--- config.mk ---
export PLATFORM = sky130hd
export DESIGN_NAME = srw_ctrl
export DESIGN_NICKNAME = d
export VERILOG_FILES = /design/src/rtl/srw_pkg.sv /design/src/rtl/srw_ctrl.sv
export VERILOG_INCLUDE_DIRS = /design/src /design/src/rtl
export SDC_FILE = /design/constraint.sdc
export NUM_CORES = 1
export LEC_CHECK = 0
export ABC_AREA = 1
export BUFFER_PORTS_ARGS = -buffer_cell sky130_fd_sc_hd__buf_2
export CORE_AREA = 2 2 39 41
export CTS_CLUSTER_DIAMETER = 100
export DETAILED_ROUTE_END_ITERATION = 6
export DIE_AREA = 0 0 41 43
export PLACE_DENSITY = 0.5
export SKIP_CTS_REPAIR_TIMING = 1
export SLEW_MARGIN = 40
export SYNTH_ARGS = -nofsm -noshare
export SYNTH_HDL_FRONTEND = slang
export SYNTH_SLANG_ARGS = --single-unit
--- constraint.sdc ---
create_clock -name clk -period 2.2 [get_ports clk]
set_input_delay 0.55 -clock clk [delete_from_list [all_inputs] [get_ports clk]]
set_output_delay 0.55 -clock clk [all_outputs]
set_load 0.01 [all_outputs]
--- src/rtl/assert_macros.svh ---
// Assertion macros shared by the reorder window modules
`ifndef ASSERT_MACROS_SVH
`define ASSERT_MACROS_SVH
// implication checked every clock, disabled in reset
`define ASSERT_IMPL(label, clk, rst, ante, cons, msg) \
  label: assert property (@(posedge clk) disable iff (rst) (ante) |-> (cons)) else $error(msg);
// property checked on the next clock
`define ASSERT_NEXT(label, clk, rst, ante, cons, msg) \
  label: assert property (@(posedge clk) disable iff (rst) (ante) |=> (cons)) else $error(msg);
`endif

--- src/rtl/srw_pkg.sv ---
// Package: constants, commands, status codes and control structs
package srw_pkg;
  localparam int WINDOW_DEF = 1024;
  localparam logic [31:0] SEQ_MAX_DEF = 32'hFFFF_FFFF;
  localparam int MAX_PKT_DEF = 2048;
  localparam int TUN_HDR_DEF = 16;
  localparam logic [15:0] OUTER_MIN = 16'd20;
  localparam logic [7:0] TUNNEL_PROTO = 8'd4;
  localparam logic [19:0] TIMEOUT_RESET = 20'd100;

  localparam logic [1:0] CMD_ARRIVE = 2'd0;
  localparam logic [1:0] CMD_DELIVER = 2'd1;
  localparam logic [1:0] CMD_TICK = 2'd2;

  localparam logic [3:0] ST_PASS = 4'd0;
  localparam logic [3:0] ST_TOO_LARGE = 4'd1;
  localparam logic [3:0] ST_OLD = 4'd2;
  localparam logic [3:0] ST_DUP = 4'd3;
  localparam logic [3:0] ST_BUFFERED = 4'd4;
  localparam logic [3:0] ST_DELIVERED = 4'd5;
  localparam logic [3:0] ST_GAP = 4'd6;
  localparam logic [3:0] ST_TICK = 4'd7;
  localparam logic [3:0] ST_ADVANCED = 4'd8;

  // controller to datapath
  typedef struct packed {
    logic load;       // capture input transfer
    logic rd;         // read slot at current index
    logic clr_start;  // start clearing pass
    logic clr_step;   // write zero presence, step clear index
    logic exec;       // execute command with read data
    logic scan_init;  // start expiry scan
    logic scan_step;  // test one scanned slot
    logic scan_rd;    // issue read for scan address
  } srw_cmd_t;

  // datapath to controller
  typedef struct packed {
    logic clr_done;
    logic expire;     // tick caused timer expiry
    logic scan_done;
  } srw_stat_t;
endpackage

--- src/rtl/srw_ctrl.sv ---
// Controller: clearing pass, command sequencing, expiry scan and output handshake
`include "assert_macros.svh"
module srw_ctrl (
  input  logic               clk,
  input  logic               rst,
  input  logic               s_axis_tvalid,
  output logic               s_axis_tready,
  output logic               m_axis_tvalid,
  input  logic               m_axis_tready,
  output srw_pkg::srw_cmd_t  ctl,
  input  srw_pkg::srw_stat_t sts
);
  typedef enum logic [2:0] {
    CLEAR, IDLE, READ, EXEC, SCAN_RD, SCAN, OUT
  } state_t;
  state_t state;

  assign s_axis_tready = (state == IDLE);

  always_comb begin
    ctl = '0;
    ctl.load = (state == IDLE) && s_axis_tvalid;
    ctl.rd = (state == READ);
    ctl.clr_step = (state == CLEAR);
    ctl.exec = (state == EXEC);
    ctl.scan_init = (state == EXEC) && sts.expire;
    ctl.scan_rd = (state == SCAN_RD) || (state == SCAN);
    ctl.scan_step = (state == SCAN);
  end

  always_ff @(posedge clk) begin
    if (rst) begin
      state <= CLEAR;
      m_axis_tvalid <= 1'b0;
    end else begin
      case (state)
        CLEAR: if (sts.clr_done) state <= IDLE;
        IDLE: if (s_axis_tvalid) state <= READ;
        READ: state <= EXEC;
        EXEC: begin
          if (sts.expire) begin
            state <= SCAN_RD;
          end else begin
            state <= OUT;
            m_axis_tvalid <= 1'b1;
          end
        end
        SCAN_RD: state <= SCAN;
        SCAN: begin
          if (sts.scan_done) begin
            state <= OUT;
            m_axis_tvalid <= 1'b1;
          end else begin
            state <= SCAN_RD;
          end
        end
        OUT: begin
          if (m_axis_tready) begin
            m_axis_tvalid <= 1'b0;
            state <= IDLE;
          end
        end
        default: state <= IDLE;
      endcase
    end
  end

  `ASSERT_IMPL(a_valid_out, clk, rst, m_axis_tvalid, state == OUT, "valid outside OUT")
  `ASSERT_IMPL(a_no_take, clk, rst, s_axis_tready, !m_axis_tvalid, "input while result pending")
endmodule

==> results.json <==
{
  "outcome": "complete, no violations",
  "h-tree-depth": 1,
  "rsz0062_at_grt": "no",
  "grt_pass1_wl_um": 1390,
  "die_y_um": 43,
  "via_count": 392,
  "grt_usage_pct": 11.5,
  "final_antenna_net_count": 0,
  "num_antenna_cells": 0,
  "drtIter0Drc": 7,
  "grt_max_degree": 9,
  "io_pins": 17,
  "antenna_found_initial": 0,
  "p_per_area_mw_per_mm2": 577,
  "synth-seq-cells": 4,
  "cap_violations": 0,
  "routabilityCongestion": 0.709,
  "coreArea_mm2": 0.00138,
  "synthCells": 60,
  "cp.arrival_ns": 1.19,
  "yosys_warnings": 0,
  "worstSetupPathType": "flop to output pin",
  "ir_worst_vdd_mv": 0.211,
  "firstDrtPassIters": 4,
  "finalHoldViolCount": 0,
  "cp.required_ns": 1.65,
  "via_per_inst": 4.26,
  "final_nets": 85,
  "syn_area_um2": 354,
  "hold_path_class": "flop to flop",
  "wl_per_cell_um": 7.99,
  "setup_violations": 0,
  "cts_buffers": 3,
  "dieArea_mm2": 0.00176,
  "drcViolationCount": 0,
  "drive_gt1_share_pct": 40.8,
  "end_kind": "output pin",
  "synth.distinct_cells": 19,
  "clk_pin_slew_ns": 0.04,
  "areaGrowthSynthToFinish_pct": 29.7,
  "final_max_slew_viol_count": 0,
  "mostFrequentLayoutCells": "15 x buf_2, 10 x inv_1, 10 x nand2_1, 8 x nor2_1",
  "ys_seq_area_share_pct": 22.6,
  "first_global_vias": 358,
  "root_buffer": "clkbuf_4",
  "insertion_delay_ns": 0.23,
  "hpwl_um": 642,
  "clock_path_buffers": 2,
  "ys_async_sr_fraction_pct": 0,
  "fin_crit_ns": 1.74,
  "fp-row-count": 14,
  "fin_crit_sh_pct": 79.0,
  "layout_commonest_cell": "buf_2",
  "finish.utilization_pct": 33.2,
  "io_buffers": 15,
  "p_leak_nw": 0.302,
  "clkSinkCount": 4,
  "tritoncts": "built",
  "start_util_pct": 25.6,
  "wl_um": 735,
  "ys.flop_type": "dfxtp_1",
  "syn_area_per_cell_um2": 5.90,
  "skew_ns": 0.00106,
  "setup-tns-final_ns": 0,
  "synth.net_count": 67,
  "max_freq_mhz": 576,
  "worst_setup_path_start_kind": "flop",
  "path_max_fanout": 8,
  "grt.overflow.total": 0,
  "dieWidth_um": 41,
  "synth_edf_count": 0
}
-- sequential cells by signal, summed over array words and instances, names as in the netlist --
register / count
m_axis_tvalid: 1
state: 3
-- critical path, stage by stage (launching register included) --
cell     delay, ns
dfxtp_1       0.47
nand2_2       0.09
nor2_2        0.15
nand2_2       0.08
inv_1         0.06
buf_2         0.12
-- cell usage after synthesis, types with 2 or more instances --
| master | n | share of area, % |
|---|---|---|
| a21oi_1 | 4 | 5.7 |
| inv_1 | 10 | 11 |
| clkinv_1 | 2 | 2.1 |
| nand2_1 | 10 | 11 |
| dfxtp_1 | 4 | 23 |
| nand2_2 | 4 | 7.1 |
| inv_2 | 3 | 3.2 |
| nor2_2 | 2 | 3.5 |
| nand3_1 | 4 | 5.7 |
| nor2_1 | 8 | 8.5 |
-- kinds of logic after synthesis --
kind of cell,count (synthesis),share of synthesized area (%)
AND/OR/NAND/NOR,33,48.8
buffers and inverters,17,19.4
AO/OA/AOI/OAI,5,8.13
flip-flops,4,22.6
other,1,1.06
-- metal layers --
metal | GRT usage (%) | vias up | part of all wire [%] | routed length (um)
met4 | 10.0 | 0 | 1.2 | 9
li1 | - | 211 | - | -
met2 | 15.3 | 9 | 47 | 344
met3 | 1.57 | 2 | 8.0 | 59
met1 | 15.4 | 170 | 44 | 321
met5 | 0 | - | 0 | 0
-- per-stage QoR --
stage	instances	worst slack (ns)	hold WS (ns)	cell area [um^2]	power, mW
floorplan	60	0.756	0.503	354	0.155
global placement	89	0.710	0.449	437	0.183
detailed placement	89	0.697	0.460	437	0.181
CTS	92	0.445	0.467	459	0.273
global route	92	0.333	0.516	459	0.294
finish	92	0.463	0.458	459	0.265
-- path summary, 6_finish.rpt --
path / from / slack, ns / endpoint / depth (start not counted)
max: state[1] / 0.46 / ctl[2] / 5
min: m_axis_tvalid / 0.46 / m_axis_tvalid / 2
max reg2reg: state[2] / 1.06 / state[0] / 7
min reg2reg: m_axis_tvalid / 0.46 / m_axis_tvalid / 2
-- layout make-up --
cell class,instances,area (um^2)
fillers,171,925
repair buffers,15,75.1
flip-flops and latches,4,80.1
well taps,16,20.0
inverters,15,56.3
multi-input cells,39,205
clock buffers,3,22.5
-- power by group --
part / total, mW / switching [mW] / internal, mW
clock: 0.0863 / 0.0256 / 0.0607
combinational: 0.0866 / 0.0519 / 0.0347
sequential: 0.0920 / 0.0123 / 0.0798
total: 0.265 / 0.0898 / 0.175
(Power assumes the default switching activity.)
